<file path="src/rtl/tga_rle_pkg.sv">
// ----------------------------------------------------------------------------
// TGA run-length decoder package
// Widths, register indexes and packet constants shared by the decoder files.
// ----------------------------------------------------------------------------
`default_nettype none

package tga_rle_pkg;

  localparam int BYTE_W      = 8;
  localparam int CFG_INDEX_W = 2;
  localparam int CFG_DATA_W  = 32;
  localparam int PIX_BYTES   = 4;

  typedef logic [BYTE_W-1:0]      byte_t;
  typedef logic [CFG_INDEX_W-1:0] cfg_index_t;
  typedef logic [CFG_DATA_W-1:0]  cfg_data_t;

  localparam cfg_index_t REG_HAS_ALPHA   = 2'd0;
  localparam cfg_index_t REG_PIXEL_TOTAL = 2'd1;

  // Header bytes at or above the threshold open a run packet.
  localparam byte_t RUN_THRESHOLD = 8'd128;
  localparam byte_t RUN_OFFSET    = 8'd127;

  // Position of the last byte of a pixel in 24-bit and 32-bit mode.
  localparam logic [1:0] LAST_POS_RGB  = 2'd2;
  localparam logic [1:0] LAST_POS_RGBA = 2'd3;

endpackage

`default_nettype wire

</file>
<file path="src/rtl/tga_rle_byte_if.sv">
// ----------------------------------------------------------------------------
// TGA run-length byte stream interface
// Valid/ready channel carrying one compressed stream byte per beat.
// ----------------------------------------------------------------------------
`default_nettype none

interface tga_rle_byte_if;

  logic                valid;
  logic                ready;
  tga_rle_pkg::byte_t  data_byte;

  modport source (output valid, output data_byte, input ready);
  modport sink   (input valid, input data_byte, output ready);

endinterface

`default_nettype wire

</file>
<file path="src/rtl/tga_rle_pix_if.sv">
// ----------------------------------------------------------------------------
// TGA run-length pixel stream interface
// Valid/ready channel carrying one decoded pixel and its repeat count per beat.
// ----------------------------------------------------------------------------
`default_nettype none

interface tga_rle_pix_if;

  logic                valid;
  logic                ready;
  tga_rle_pkg::byte_t  chan_first;
  tga_rle_pkg::byte_t  chan_second;
  tga_rle_pkg::byte_t  chan_third;
  tga_rle_pkg::byte_t  chan_alpha;
  tga_rle_pkg::byte_t  repeat_count;
  logic                image_done;

  modport source (
    output valid, output chan_first, output chan_second, output chan_third,
    output chan_alpha, output repeat_count, output image_done, input ready
  );
  modport sink (
    input valid, input chan_first, input chan_second, input chan_third,
    input chan_alpha, input repeat_count, input image_done, output ready
  );

endinterface

`default_nettype wire

</file>
<file path="src/rtl/tga_rle_pixel_decoder_core.sv">
// ----------------------------------------------------------------------------
// TGA run-length pixel decoder
// Parses raw and run packets of a run-length coded TGA stream and emits one
// beat per completed pixel with reversed components and a clipped repeat count.
//
//   Channel   Direction  Beat contents
//   bytes     in         data_byte
//   pixels    out        chan_first/second/third/alpha, repeat_count, image_done
//   cfg_*     in         write enable, register index, write data
//
// One byte is taken per cycle unless a held last byte stalls the input; each
// byte enters the input register, and a pixel is registered as its last byte leaves.
// Header bytes and inner pixel bytes never wait on the output side; only the
// last byte of a pixel holds while the output register is full and stalled.
// Reset (synchronous) leaves 24-bit mode, a one-pixel image and the decoder
// awaiting a packet header. A write to either register restarts the image.
// ----------------------------------------------------------------------------
`default_nettype none

module tga_rle_pixel_decoder_core #(
  parameter int COUNT_BITS = 32
) (
  input  logic                     clk,
  input  logic                     rst,
  input  logic                     cfg_we,
  input  tga_rle_pkg::cfg_index_t  cfg_index,
  input  tga_rle_pkg::cfg_data_t   cfg_data,
  tga_rle_byte_if.sink             bytes,
  tga_rle_pix_if.source            pixels
);

  typedef logic [COUNT_BITS-1:0] count_t;

  logic                has_alpha;
  count_t              pixel_total;
  logic                expect_header;
  logic                run_packet;
  tga_rle_pkg::byte_t  packet_pixels_left;
  logic [1:0]          byte_position;
  count_t              pixels_remaining;
  tga_rle_pkg::byte_t  pix_lane [tga_rle_pkg::PIX_BYTES];

  logic                in_vld;
  tga_rle_pkg::byte_t  in_byte;

  logic                out_vld;
  tga_rle_pkg::byte_t  out_first;
  tga_rle_pkg::byte_t  out_second;
  tga_rle_pkg::byte_t  out_third;
  tga_rle_pkg::byte_t  out_alpha;
  tga_rle_pkg::byte_t  out_repeat;
  logic                out_done;

  count_t              total_eff;
  logic [1:0]          last_pos;
  logic                pix_last;
  logic                out_free;
  logic                advance;
  logic                cfg_hit;
  tga_rle_pkg::byte_t  bytes_now [tga_rle_pkg::PIX_BYTES];
  logic                rem_small;
  tga_rle_pkg::byte_t  repeat_val;
  count_t              rem_next;
  logic                done;
  tga_rle_pkg::byte_t  left_next;
  tga_rle_pkg::byte_t  hdr_left;

  assign total_eff = (pixel_total == '0) ? count_t'(1) : pixel_total;
  assign last_pos  = has_alpha ? tga_rle_pkg::LAST_POS_RGBA : tga_rle_pkg::LAST_POS_RGB;
  assign pix_last  = !expect_header && (byte_position == last_pos);
  assign out_free  = !out_vld || pixels.ready;
  assign advance   = in_vld && (!pix_last || out_free);
  assign cfg_hit   = cfg_we && ((cfg_index == tga_rle_pkg::REG_HAS_ALPHA) ||
                                (cfg_index == tga_rle_pkg::REG_PIXEL_TOTAL));

  assign bytes.ready = !in_vld || advance;

  always_comb begin
    for (int i = 0; i < tga_rle_pkg::PIX_BYTES; i++) begin
      bytes_now[i] = (byte_position == 2'(i)) ? in_byte : pix_lane[i];
    end
  end

  assign hdr_left = (in_byte < tga_rle_pkg::RUN_THRESHOLD) ? in_byte + 8'd1
                                                           : in_byte - tga_rle_pkg::RUN_OFFSET;

  // A run never repeats past the end of the image.
  assign rem_small  = pixels_remaining < count_t'(packet_pixels_left);
  assign repeat_val = !run_packet ? 8'd1 :
                      rem_small   ? pixels_remaining[7:0] : packet_pixels_left;
  assign rem_next   = pixels_remaining - count_t'(repeat_val);
  assign done       = (rem_next == '0);
  assign left_next  = run_packet ? 8'd0 : packet_pixels_left - 8'd1;

  always_ff @(posedge clk) begin
    if (rst) begin
      has_alpha          <= 1'b0;
      pixel_total        <= count_t'(1);
      expect_header      <= 1'b1;
      run_packet         <= 1'b0;
      packet_pixels_left <= '0;
      byte_position      <= '0;
      pixels_remaining   <= count_t'(1);
      in_vld             <= 1'b0;
      out_vld            <= 1'b0;
    end else begin
      if (bytes.valid && bytes.ready) begin
        in_vld <= 1'b1;
      end else if (advance) begin
        in_vld <= 1'b0;
      end

      if (advance && pix_last) begin
        out_vld <= 1'b1;
      end else if (pixels.ready) begin
        out_vld <= 1'b0;
      end

      if (cfg_hit) begin
        if (cfg_index == tga_rle_pkg::REG_HAS_ALPHA) begin
          has_alpha <= cfg_data[0];
          pixels_remaining <= total_eff;
        end else begin
          pixel_total <= cfg_data[COUNT_BITS-1:0];
          pixels_remaining <= (cfg_data[COUNT_BITS-1:0] == '0) ? count_t'(1)
                                                                : cfg_data[COUNT_BITS-1:0];
        end
        expect_header      <= 1'b1;
        run_packet         <= 1'b0;
        packet_pixels_left <= '0;
        byte_position      <= '0;
      end else if (advance) begin
        if (expect_header) begin
          run_packet         <= (in_byte >= tga_rle_pkg::RUN_THRESHOLD);
          packet_pixels_left <= hdr_left;
          expect_header      <= 1'b0;
          byte_position      <= '0;
        end else if (!pix_last) begin
          byte_position <= byte_position + 2'd1;
        end else begin
          byte_position <= '0;
          if (done) begin
            expect_header      <= 1'b1;
            run_packet         <= 1'b0;
            packet_pixels_left <= '0;
            pixels_remaining   <= total_eff;
          end else begin
            packet_pixels_left <= left_next;
            pixels_remaining   <= rem_next;
            expect_header      <= (left_next == 8'd0);
          end
        end
      end
    end
  end

  always_ff @(posedge clk) begin
    if (bytes.valid && bytes.ready) begin
      in_byte <= bytes.data_byte;
    end
    if (advance && !expect_header) begin
      pix_lane[byte_position] <= in_byte;
    end
    if (advance && pix_last) begin
      out_first  <= bytes_now[2];
      out_second <= bytes_now[1];
      out_third  <= bytes_now[0];
      out_alpha  <= has_alpha ? bytes_now[3] : 8'd0;
      out_repeat <= repeat_val;
      out_done   <= done;
    end
  end

  assign pixels.valid        = out_vld;
  assign pixels.chan_first   = out_first;
  assign pixels.chan_second  = out_second;
  assign pixels.chan_third   = out_third;
  assign pixels.chan_alpha   = out_alpha;
  assign pixels.repeat_count = out_repeat;
  assign pixels.image_done   = out_done;

  a_left_nonzero: assert property (@(posedge clk) disable iff (rst)
    !expect_header |-> packet_pixels_left != 8'd0)
    else $error("Packet open with no pixels left.");

  a_remaining_nonzero: assert property (@(posedge clk) disable iff (rst)
    pixels_remaining != '0)
    else $error("Image pixel count reached zero without a restart.");

  a_pos_rgb: assert property (@(posedge clk) disable iff (rst)
    !has_alpha |-> byte_position != tga_rle_pkg::LAST_POS_RGBA)
    else $error("Fourth byte position reached in 24-bit mode.");

  a_done_restart: assert property (@(posedge clk) disable iff (rst)
    (advance && pix_last && done && !cfg_hit) |=>
      (expect_header && pixels_remaining == $past(total_eff) && out_vld && out_done))
    else $error("Completed image did not restart the decoder.");

  a_no_overwrite: assert property (@(posedge clk) disable iff (rst)
    (out_vld && !pixels.ready) |-> !(advance && pix_last))
    else $error("Pending pixel beat overwritten.");

endmodule

`default_nettype wire
</file>
<file path="src/flat_wrapper.sv">
// flat-port wrapper written by rule: the top's interface ports become plain ports
module tga_rle_pixel_decoder_core_flat 
#(
  parameter int COUNT_BITS = 32
)
  (clk, rst, cfg_we, cfg_index, cfg_data, bytes_valid, bytes_data_byte, bytes_ready, pixels_valid, pixels_chan_first, pixels_chan_second, pixels_chan_third, pixels_chan_alpha, pixels_repeat_count, pixels_image_done, pixels_ready);
  tga_rle_byte_if bytes_i ();
  tga_rle_pix_if pixels_i ();
  input  logic clk;
  input  logic rst;
  input  logic cfg_we;
  input  tga_rle_pkg::cfg_index_t cfg_index;
  input  tga_rle_pkg::cfg_data_t cfg_data;
  input wire logic [$bits(bytes_i.valid)-1:0] bytes_valid;
  input wire logic [$bits(bytes_i.data_byte)-1:0] bytes_data_byte;
  output wire logic [$bits(bytes_i.ready)-1:0] bytes_ready;
  output wire logic [$bits(pixels_i.valid)-1:0] pixels_valid;
  output wire logic [$bits(pixels_i.chan_first)-1:0] pixels_chan_first;
  output wire logic [$bits(pixels_i.chan_second)-1:0] pixels_chan_second;
  output wire logic [$bits(pixels_i.chan_third)-1:0] pixels_chan_third;
  output wire logic [$bits(pixels_i.chan_alpha)-1:0] pixels_chan_alpha;
  output wire logic [$bits(pixels_i.repeat_count)-1:0] pixels_repeat_count;
  output wire logic [$bits(pixels_i.image_done)-1:0] pixels_image_done;
  input wire logic [$bits(pixels_i.ready)-1:0] pixels_ready;
  assign bytes_i.valid = bytes_valid;
  assign bytes_i.data_byte = bytes_data_byte;
  assign bytes_ready = bytes_i.ready;
  assign pixels_valid = pixels_i.valid;
  assign pixels_chan_first = pixels_i.chan_first;
  assign pixels_chan_second = pixels_i.chan_second;
  assign pixels_chan_third = pixels_i.chan_third;
  assign pixels_chan_alpha = pixels_i.chan_alpha;
  assign pixels_repeat_count = pixels_i.repeat_count;
  assign pixels_image_done = pixels_i.image_done;
  assign pixels_i.ready = pixels_ready;
  tga_rle_pixel_decoder_core #(.COUNT_BITS(COUNT_BITS)) u_core (.clk(clk), .rst(rst), .cfg_we(cfg_we), .cfg_index(cfg_index), .cfg_data(cfg_data), .bytes(bytes_i), .pixels(pixels_i));
endmodule
</file>
<file path="config.mk">
export PLATFORM = sky130hd
export DESIGN_NAME = tga_rle_pixel_decoder_core_flat
export DESIGN_NICKNAME = d
export VERILOG_FILES = /design/src/rtl/tga_rle_pkg.sv /design/src/rtl/tga_rle_byte_if.sv /design/src/rtl/tga_rle_pix_if.sv /design/src/rtl/tga_rle_pixel_decoder_core.sv /design/src/flat_wrapper.sv
export SDC_FILE = /design/constraint.sdc
export NUM_CORES = 1
export LEC_CHECK = 0
export ABC_AREA = 1
export BUFFER_PORTS_ARGS = -buffer_cell sky130_fd_sc_hd__buf_4
export CAP_MARGIN = 40
export CORE_MARGIN = 2
export CORE_UTILIZATION = 40
export DETAILED_ROUTE_END_ITERATION = 8
export PLACE_DENSITY = 0.63
export SETUP_SLACK_MARGIN = 0.1
export SLEW_MARGIN = 20
export SYNTH_ARGS = -nofsm -noshare
export SYNTH_HDL_FRONTEND = slang
export SYNTH_SLANG_ARGS = --single-unit
</file>
<file path="constraint.sdc">
create_clock -name clk -period 5.5 [get_ports clk]
set_clock_uncertainty 0.15 [all_clocks]
set_input_delay 0.825 -clock clk [delete_from_list [all_inputs] [get_ports clk]]
set_output_delay 0.825 -clock clk [all_outputs]
set_load 0.01 [all_outputs]
</file>
After elaboration in Yosys (flattened, before gate mapping)

Memories as Yosys holds them, arrays and structs flattened. A register that Yosys moved wholly into a read port is not among the register bits.
Index checks and enable logic that the tools add are counted.

Bits in registers: 96
Bits in latches: 0
Memory bits (writable): 32
Bits in read-only memories: 0
Input port bits: 47
Output and inout bits: 43
Memories: 1

Memory list:

| memory          | words | bits a word | read ports | clocked after memory_dff | write ports | RTL line                         | text |
|---|---|---|---|---|---|---|---|
| u_core.pix_lane | 4     | 8           | 4          | 4                        | 1           | tga_rle_pixel_decoder_core.sv:41 | `tga_rle_pkg::byte_t pix_lane [tga_rle_pkg::PIX_BYTES];` |

Add/subtract/negate cells: 5
$mul: 0
Divide/modulo/power cells: 0
Order comparisons: 3
Equality and inequality tests: 3
Shift operators: 0
Mux-type cells: 30
Bitwise operators: 1
Reduce and logical (&&, ||, !) cells: 32

Operators with widths:

| kind                                                                   | number |
|---|---|
| 32-bit two-way mux                                                     | 8 |
| 32-bit zero test                                                       | 3 |
| 8-bit two-way mux                                                      | 7 |
| 32-bit by 8-bit < comparator with 1-bit output                         | 1 |
| 32-bit by 8-bit subtractor with 32-bit output                          | 1 |
| 1-bit two-way mux                                                      | 13 |
| 2-bit nonzero test                                                     | 6 |
| 8-bit by 1-bit adder with 8-bit output (second input constant)         | 1 |
| 8-bit greater-or-equal comparator (second input constant)              | 1 |
| 8-bit zero test                                                        | 1 |
| 8-bit < comparator (second input constant)                             | 1 |
| 8-bit by 1-bit subtractor with 8-bit output (second input constant)    | 1 |
| 8-bit by 7-bit subtractor with 8-bit output (second input constant)    | 1 |
| 1-bit logical AND                                                      | 6 |
| 2-bit AND reduction                                                    | 3 |
| 3-bit AND reduction                                                    | 2 |
| 1-bit zero test                                                        | 5 |
| 1-bit logical OR                                                       | 4 |
| 2-bit two-way mux                                                      | 2 |
| 2-bit by 1-bit adder with 2-bit output (second input constant)         | 1 |
| 2-bit by 1-bit equality test with 1-bit output (second input constant) | 1 |
| 2-bit equality test                                                    | 1 |
| 2-bit zero test                                                        | 1 |
| 2-bit inequality test (second input constant)                          | 1 |
| other kinds (2)                                                        | 2 |

Logic depth before layout (Yosys ltp)

Gate-level depths: netlist (run 1).

Depth after elaboration: 10
Mapped depth: 32
Depth with buffers taken out: 32

Worst setup path after synthesis (run 1)

OpenSTA, ideal clock, no wires.

Path type: flip-flop to flip-flop
From: register u_core.packet_pixels_left[7]
To: register u_core.pixels_remaining[19]
Setup time: 125 ps
Arrival: 3,808 ps
Required time: 5,225 ps
Path slack: 1,418 ps
Stages on the path, launching flop included: 28
Buffers on the path: 3
Clock period less this slack: 4,082 ps
Cell sequence: dfxtp_1 -> inv_1 -> ha_1 -> a2111oi_0 -> nand3_1 -> a21oi_1 -> nand2_1 -> clkbuf_1 -> nand2_1 -> o211ai_1 -> ha_1 -> fa_1 -> inv_1 -> nand3_1 -> nand2_1 -> nand2_1 -> nand2_2 -> nand2_1 -> nand2_1 -> nand2_1 -> nor2_1 -> nand3_1 -> nor2_4 -> buf_4 -> buf_6 -> nand4_1 -> nand3_1 -> a21oi_2

Longest elaborated chain between the ends: 10

Ends and longest elaborated chain:

| element                                          | RTL line                          | text |
|---|---|---|
| from (decl)                                      | tga_rle_pixel_decoder_core.sv:38  | `tga_rle_pkg::byte_t packet_pixels_left;` |
| from (signal assigned)                           | tga_rle_pixel_decoder_core.sv:135 | `packet_pixels_left <= hdr_left;` |
| from (signal assigned)                           | tga_rle_pixel_decoder_core.sv:148 | `packet_pixels_left <= left_next;` |
| 32-bit by 8-bit < comparator with 1-bit output * | tga_rle_pixel_decoder_core.sv:88  | `assign rem_small = pixels_remaining < count_t'(packet_pixels_left);` |
| 8-bit two-way mux *                              | tga_rle_pixel_decoder_core.sv:90  | `rem_small ? pixels_remaining[7:0] : packet_pixels_left;` |
| 8-bit two-way mux *                              | tga_rle_pixel_decoder_core.sv:89  | `assign repeat_val = !run_packet ? 8'd1 :` |
| via u_core.repeat_val[0]                         | tga_rle_pixel_decoder_core.sv:62  | `tga_rle_pkg::byte_t repeat_val;` |
| 32-bit by 8-bit subtractor with 32-bit output *  | tga_rle_pixel_decoder_core.sv:91  | `assign rem_next = pixels_remaining - count_t'(repeat_val);` |
| 32-bit zero test                                 | tga_rle_pixel_decoder_core.sv:92  | `assign done = (rem_next == '0);` |
| 32-bit two-way mux *                             | tga_rle_pixel_decoder_core.sv:142 | `if (done) begin` |
| 32-bit two-way mux *                             | tga_rle_pixel_decoder_core.sv:138 | `end else if (!pix_last) begin` |
| 32-bit two-way mux *                             | tga_rle_pixel_decoder_core.sv:133 | `if (expect_header) begin` |
| 32-bit two-way mux *                             | tga_rle_pixel_decoder_core.sv:132 | `end else if (advance) begin` |
| 32-bit two-way mux *                             | tga_rle_pixel_decoder_core.sv:119 | `if (cfg_hit) begin` |
| to (signal assigned)                             | tga_rle_pixel_decoder_core.sv:122 | `pixels_remaining <= total_eff;` |
| to (signal assigned)                             | tga_rle_pixel_decoder_core.sv:125 | `pixels_remaining <= (cfg_data[COUNT_BITS-1:0] == '0) ? count_t'(1)` |
| to (signal assigned)                             | tga_rle_pixel_decoder_core.sv:146 | `pixels_remaining <= total_eff;` |
| to (decl)                                        | tga_rle_pixel_decoder_core.sv:40  | `count_t pixels_remaining;` |

Mark *: on every way through the listed nets, which the timed path passes. The rest lies on a longest branch. The select of a mux whose other input is x is not followed.
A chain may end at the register's enable or synchronous reset.

Worst setup path after layout (run 1)

From: register u_core.packet_pixels_left[7]
To: register u_core.packet_pixels_left[0]

Longest elaborated chain between the ends: 8

Ends and longest elaborated chain:

| element                                        | RTL line |
|---|---|
| 32-bit by 8-bit < comparator with 1-bit output | tga_rle_pixel_decoder_core.sv:88 |
| 8-bit two-way mux                              | tga_rle_pixel_decoder_core.sv:90 |
| 8-bit two-way mux                              | tga_rle_pixel_decoder_core.sv:89 |
| via u_core.repeat_val[0]                       | tga_rle_pixel_decoder_core.sv:62 |
| 32-bit by 8-bit subtractor with 32-bit output  | tga_rle_pixel_decoder_core.sv:91 |
| 32-bit zero test                               | tga_rle_pixel_decoder_core.sv:92 |
| 8-bit two-way mux                              | tga_rle_pixel_decoder_core.sv:142 |
| 8-bit two-way mux                              | tga_rle_pixel_decoder_core.sv:138 |
| 8-bit two-way mux                              | tga_rle_pixel_decoder_core.sv:133 |

The timed path passes the listed nets, and every way through them passes these cells. The select of a mux whose other input is x is not followed.

==> summary.txt, run 1 <==
Clocking
  – Clk root buf: clkbuf_16
  – TritonCTS clock tree: done
  – CTS Sinks: 160
  – H-tree depth: 4
  – Worst-skew pair later-pin latency: 0.44 ns
  – CTS clk-pin slew, worst paths: 0.07 ns
  – Clk buf depth: 2
  – CTS buffer count: 17

Yosys
  – Cells after synthesis: between 1,000 and 1,500
  – Unique cell type count in the Yosys netlist: 41
  – Main synth FF type: edfxtp_1
  – Average size of a mapped cell: 7.581 µm²
  – Synthesized area: 9135 µm²
  – Sequential element share of the synthesized area: 43.94%
  – Asr flop ratio synth: 0%
  – Ys Warns: 0
  – Synthesized Nets: between 1,000 and 1,500
  – Number of synthesized flops with an enable pin: 81
  – Yosys reg bits: 160

Global routing
  – Initial antenna violation count: 0
  – Vias in the first global route: 7,673
  – Largest net degree at the start of global routing: between 60 and 70
  – First-pass GRT wire length: 40.21 mm
  – Total grt overflow: 0
  – Tot GR Track Use: 21.13%

Placed design
  – Post-place setup slack: 0.6544 ns
  – Port Buffer Count: between 80 and 90
  – Final RePlAce weighted congestion: just over 0.9
  – Detailed Place HPWL: 18.90 mm

Final layout
  – P&R area growth vs syn: 16.83%
  – Final core occ: 47.43%
  – Most frequent cells in the layout: nand2_1 (263), inv_1 (156), o21ai_0 (109)
  – Most common cell after layout, fill and taps aside: nand2_1
  – Antenna diodes: 0
  – Nets: 1,350
  – Share of cells above drive strength 1: between 15 and 20%
  – Fillcell total: 2,240

Timing
  – Final WS setup: just over 0.7 ns
  – Final setup violating endpoints: 0
  – Slew @ Worst Pin: 0.6641 ns
  – Setup TNS: 0 ns
  – Hold Vio Cnt, Final: 0
  – Slew Viols, Final: 0
  – Max Fclk: 208.5 MHz
  – Fin crit share: 87.20%
  – Final min period: ~4.8 ns
  – RSZ-0062 raised after global routing: false
  – Hold Slack: 0.3467 ns
  – Slew margin rel.: 55.68%

Detailed routing
  – Via count: 8,363
  – Residual DRC count: 0
  – DR WL/cell: 15.88 µm
  – Post-DRT Antenna Nets: 0
  – Iteration-0 DRC Markers: 627
  – Detailed Route WL: ~25 mm
  – Via density: about 5.3
  – Detailed Routing Iterations Pass 1: 5

Power and ir drop
  – Clock power share: 37.8%
  – Power per Cell Area: a little over 300 nW/µm²
  – VDD IR-drop max: 0.2196 mV
  – Combinational Power Share: 20.8%
  – P_leak: 4.633 nW
  – Sequential power share: 41.4%
  – Switch share: approximately a third
  – Total power: roughly 3.2 mW
  – Switching power: between 1 and 1.5 mW
  – Design internal power: 2.131 mW

Floorplan
  – Starting Density: 40.59%
  – Die Wd: 155.1 µm
  – I/O pins: 90
  – Core ar.: 22,500 µm²
  – Die span in y: 155.1 µm
  – Standard-cell rows: 55
  – Die area: roughly 24,000 µm²

Setup path
  – Startpoint types: flip-flop
  – CP Max Fanout: 34
  – Crit path required time: 5.67 ns
  – Critical path class: reg -> reg
  – Arr. time, crit path: 4.97 ns
  – Crit. End Element: flip-flop

Status
  – Status: complete, no violations

Run
  – Total of max-cap violations: 0

Min path
  – Worst Hold Class: reg -> reg
## power by group through the flow
stage               combinational (mW)  clock, mW  sequential [mW]
floorplan                        0.496          0             1.34
global placement                 0.657          0             1.36
detailed placement               0.663          0             1.37
CTS                              0.667       1.25             1.34
global route                     0.766       1.30             1.34
finish                           0.673       1.22             1.34
## per-layer routing
metal  wire length, µm  vias up  GRT usage, %
met5                 0        -             0
met4               374        0         5.511
met3              1442       23         3.064
met2             11510      278         34.65
met1             11730     3831         29.39
li1                  -     4231             -
## Yosys cell counts, drive strengths merged, types with 3 or more instances
master / instances / share of area (%)
nand2: 273 / 12
o211ai: 4 / 0.33
nand4: 45 / 3.1
o21ai: 112 / 6.1
ha: 22 / 3.0
clkinv: 4 / 0.16
clkbuf: 28 / 1.2
a31oi: 3 / 0.21
nor2: 115 / 5.5
edfxtp: 81 / 27
a21oi: 98 / 5.9
nor3: 11 / 0.60
nand3: 76 / 4.5
o31ai: 3 / 0.25
nor4: 17 / 1.2
buf: 19 / 1.5
a221oi: 28 / 2.7
dfxtp: 79 / 17
inv: 172 / 7.1
## final cells by class
class	count	area, µm²	area share (%)
Inverter	176	660.6	6.190
Timing Repair Buffer	103	792.0	7.421
Clock buffer	17	425.4	3.986
Tap cell	285	356.6	3.341
Multi-Input combinational cell	822	4230	39.64
Clock inverter	15	193.9	1.817
Sequential cell	160	4014	37.61
## kinds of logic after synthesis
logic type | share of synthesized area, %
AO/OA/AOI/OAI | 15.94
XOR/XNOR | 0.2877
buffers and inverters | 9.875
flip-flops | 43.94
AND/OR/NAND/NOR | 26.72
adder cells (fa/ha/maj) | 3.232
## state kept, by name, summed over array words and instances (netlist names)
name and cells:
u_core.in_byte 8, u_core.pixels.repeat_count 8, u_core.packet_pixels_left 8, u_core.run_packet 1, u_core.pix_lane 32, u_core.pixels_remaining 32, u_core.expect_header 1, u_core.pixels.chan_alpha 8
pixels_chan_first 8, u_core.in_vld 1, pixels_chan_third 8, u_core.pixel_total 32, pixels_chan_second 8, u_core.pixels.valid 1, u_core.byte_position 2, u_core.pixels.image_done 1
u_core.has_alpha 1
## worst paths after layout
kind,depth (start not counted),slack (ns),from,endpoint
worst max-delay path,26,0.70,u_core.packet_pixels_left[7],u_core.packet_pixels_left[0]
worst min-delay path,2,0.35,u_core.pixel_total[28],u_core.pixel_total[28]
worst max register to register,26,0.70,u_core.packet_pixels_left[7],u_core.packet_pixels_left[0]
worst min register to register,2,0.35,u_core.pixel_total[28],u_core.pixel_total[28]
## per-stage QoR
stage / cell area [µm²] / instances
final: 10670 / 1578
after global routing: 10670 / 1578
after CTS: 10670 / 1578
after detailed placement: 10050 / 1546
after global placement: 10010 / 1543
after floorplan: 9135 / 1205
## critical path, stage by stage, from the launching register on
cell       delay [ns]
dfxtp_1          0.36
inv_1            0.08
ha_1             0.29
a2111oi_1        0.39
nand3_1          0.12
a21oi_1          0.17
nand2_2          0.20
nand2_1          0.11
o211ai_1         0.15
ha_1             0.27
fa_1             0.41
inv_1            0.10
nand3_1          0.09
nand2_1          0.14
nand2_1          0.09
nand2_2          0.14
nand2_1          0.06
nand2_1          0.10
nand2_1          0.07
nor2_1           0.09
nand3_1          0.12
nor2_4           0.16
nand3_4          0.33
nand2_1          0.18
inv_1            0.13
nand3_1          0.10
a21oi_1          0.06
## what timing repair did
action / CTS / global route
setup endpoints to repair: 0 / 35
hold buffers: 0 / 0
setup buffers: 0 / 0
gates resized for setup: 0 / 2
Note: power is estimated with default switching activity, not from simulation.
==> run 2: changes to the inputs <==
- CORE_ASPECT_RATIO: default -> 1.75
==> run 2 against run 1 <==
Effect of this change: hold slack got worse by 0.0032 ns; sequential power barely moved; final cell count is 1.5% higher; first-iteration DRC count up 24%; via count is 5.3% higher; critical path depth rose by 1; final area increased by 0.67%; utilization rose by 0.20 points; flip-flop and latch count unchanged; die area rose by 0.20%; total power increased by 1.7%; highest routed layer unchanged; combinational power up 9.8%.
==> summary.txt, run 2 (synthesis results as in run 1) <==
Floorplan
  – I/O pins: 90 (unchanged)
  – Core ar.: 22,560 µm² (was 22,500 µm²)
  – Standard-cell rows: 73 (was 55)
  – Die area: 24,110 µm² (was 24,060 µm²)
  – Starting Density: 40.49% (was 40.59%)
  – Die Wd: 118.2 µm (was 155.1 µm)
  – Die span in y: 203.9 µm (was 155.1 µm)

Detailed routing
  – Residual DRC count: 0 (unchanged)
  – Via density: 5.498 (was 5.300)
  – Detailed Routing Iterations Pass 1: 5 (unchanged)
  – DR WL/cell: 19.15 µm (was 15.88 µm)
  – Iteration-0 DRC Markers: 776 (was 627)
  – Detailed Route WL: 30.68 mm (was 25.06 mm)
  – Via count: 8,808 (was 8,363)
  – Post-DRT Antenna Nets: 0 (unchanged)

Final layout
  – Most common cell after layout, fill and taps aside: nand2_1 (unchanged)
  – Antenna diodes: 0 (unchanged)
  – Most frequent cells in the layout: nand2_1 (263), inv_1 (156), o21ai_0 (109), buf_4 (109), nor2_1 (97) (was nand2_1 (263), inv_1 (156), o21ai_0 (109))
  – Share of cells above drive strength 1: 15.59% (was 15.08%)
  – P&R area growth vs syn: 17.61% (was 16.83%)
  – Regs by FF count: u_core.pix_lane (32), u_core.pixel_total (32), u_core.pixels_remaining (32) (unchanged)
  – Final core occ: 47.62% (was 47.43%)
  – Nets: 1,359 (was 1,350)

Timing
  – Slew margin rel.: 49.15% (was 55.68%)
  – Max Fclk: 200.3 MHz (was 208.5 MHz)
  – Setup TNS: 0 ns (unchanged)
  – Hold Vio Cnt, Final: 0 (unchanged)
  – Slew Viols, Final: 0 (unchanged)
  – Slew @ Worst Pin: 0.7581 ns (was 0.6641 ns)
  – Final setup violating endpoints: 0 (unchanged)
  – Final min period: 4.992 ns (was 4.796 ns)
  – RSZ-0062 raised after global routing: false (unchanged)
  – Fin crit share: 90.76% (was 87.20%)

Setup path
  – Critical path's top delay family: simple AND/OR/NAND/NOR gates (unchanged)
  – CP Capture Point: u_core.pixels_remaining[9] (was u_core.packet_pixels_left[0])
  – Arr. time, crit path: 5.22 ns (was 4.97 ns)
  – CP Depth: 27 (was 26)
  – CP Max Fanout: 17 (was 34)
  – Critical path class: reg -> reg (unchanged)
  – CP peak stage delay: 0.41 ns (about the same)
  – CP most frequent cell: nand2_1 (unchanged)
  – Startpoint types: flip-flop (unchanged)
  – Crit path max-delay cell type: fa_1 (unchanged)
  – Worst setup path startpoint: u_core.pixels_remaining[22] (was u_core.packet_pixels_left[7])
  – Crit path required time: 5.73 ns (was 5.67 ns)
  – R2r setup slk: 0.51 ns (was 0.70 ns)
  – Worst R2R End: u_core.pixels_remaining[9] (was u_core.packet_pixels_left[0])
  – Buf/Inv on CP: 2 (was 3)
  – R2R cell count: 27 (was 26)
  – R2r startpoint: u_core.pixels_remaining[22] (was u_core.packet_pixels_left[7])
  – Crit. End Element: flip-flop (unchanged)

Clocking
  – Clk buf depth: 2 (unchanged)
  – CTS buffer count: 17 (unchanged)
  – CTS Sinks: 160 (unchanged)
  – CTS clk-pin slew, worst paths: 0.07 ns (about the same)
  – TritonCTS clock tree: done (unchanged)
  – Clk root buf: clkbuf_16 (unchanged)
  – H-tree depth: 4 (unchanged)
  – Worst-skew pair later-pin latency: 0.45 ns (was 0.44 ns)
  – Hold-fix buffers at CTS: 0 (unchanged)
  – Setup Buffers After CTS: 0 (unchanged)

Power and ir drop
  – Power per Cell Area: 306.5 nW/µm² (was 303.4 nW/µm²)
  – Sequential power share: 40.7% (was 41.4%)
  – VDD IR-drop max: 0.1944 mV (was 0.2196 mV)
  – Design internal power: 2.160 mW (was 2.131 mW)
  – Switching power: 1.133 mW (was 1.107 mW)
  – Switch share: 34.41% (was 34.19%)
  – P_leak: 4.662 nW (was 4.633 nW)
  – Clock power share: 36.9% (was 37.8%)
  – Combinational Power Share: 22.4% (was 20.8%)

Global routing
  – Initial antenna violation count: 0 (unchanged)
  – First-pass GRT wire length: 45.89 mm (was 40.21 mm)
  – Tot GR Track Use: 25.42% (was 21.13%)
  – Total grt overflow: 0 (unchanged)
  – Largest net degree at the start of global routing: 52 (was 63)
  – GR peak layer: met2 (unchanged)
  – GRT met3 Usage: 3.962% (was 3.064%)
  – GR Util met1: 23.23% (was 29.39%)
  – Met2 Usage GRT: 47.38% (was 34.65%)
  – Vias in the first global route: 8,363 (was 7,673)

Placed design
  – Detailed Place HPWL: 23.45 mm (was 18.90 mm)
  – Final RePlAce weighted congestion: 1.019 (was 0.9197)
  – Port Buffer Count: 89 (unchanged)

Run
  – Total of max-cap violations: 0 (unchanged)

Status
  – Status: complete, no violations (unchanged)

Min path
  – Worst Hold Class: reg -> reg (unchanged)
==> run 2: changes by cell type in the layout (fill, tap and decap cells not counted), moves of 2 or more <==
cell and delta:
inv_12 -2, buf_4 +9, clkinvlp_4 +2, buf_8 -2
inv_8 -2, inv_6 +2, clkinv_8 -2
==> run 2: layer usage <==
metal	vias to the layer above	routed length [µm]
li1	4254	-
met1	4091	10170
met2	336	16300
met3	127	1244
met4	0	2974
met5	-	0
==> run 2: tightest hold or removal path, stage by stage, from the launching register on <==
cell and delay [ns]:
dfxtp_1 0.33, inv_1 0.07, a21oi_1 0.05
==> run 2: worst min path at each step <==
stage                            from                      to  depth (start not counted)
5_1_grt        u_core.pixel_total[20]  u_core.pixel_total[20]                          2
6_report        u_core.pixel_total[8]   u_core.pixel_total[8]                          2
3_5_place_dp   u_core.pixel_total[17]  u_core.pixel_total[17]                          2
2_1_floorplan  u_core.pixel_total[11]  u_core.pixel_total[11]                          2
4_1_cts        u_core.pixel_total[17]  u_core.pixel_total[17]                          2
3_3_place_gp   u_core.pixel_total[17]  u_core.pixel_total[17]                          2
==> run 2: area by class of cell <==
class / count / area [µm²]
Fill cell: 2261 / 11820
Tap cell: 300 / 375.4
Multi-Input combinational cell: 823 / 4239
Clock buffer: 18 / 429.2
Timing Repair Buffer: 111 / 857.1
Sequential cell: 160 / 4014
Clock inverter: 14 / 168.9
Inverter: 176 / 660.6
==> run 2: through the flow <==
| stage | hold slack, ns | power (mW) | std cells | cell area [µm²] | setup WS [ns] |
|---|---|---|---|---|---|
| after global routing | 0.3677 | 3.416 | 1602 | 10740 | 0.1147 |
| final | 0.3435 | 3.294 | 1602 | 10740 | 0.5079 |
| after CTS | 0.3399 | 3.288 | 1601 | 10730 | 0.4779 |
| after detailed placement | 0.3286 | 2.084 | 1569 | 10130 | 0.4983 |
| after global placement | 0.3220 | 2.080 | 1568 | 10100 | 0.5530 |
| after floorplan | 0.3068 | 1.840 | 1205 | 9135 | 1.418 |
==> run 2: repair_timing <==
action,CTS,global route
hold endpoints to repair,0,0
gates resized for setup,0,2
setup endpoints to repair,0,39
==> run 2: power by group through the flow <==
stage | logic, mW | clock network [mW] | registers, mW
6_report | 0.739 | 1.22 | 1.34
3_5_place_dp | 0.720 | 0 | 1.36
5_1_grt | 0.808 | 1.27 | 1.34
3_3_place_gp | 0.716 | 0 | 1.36
4_1_cts | 0.723 | 1.23 | 1.34
2_1_floorplan | 0.496 | 0 | 1.34
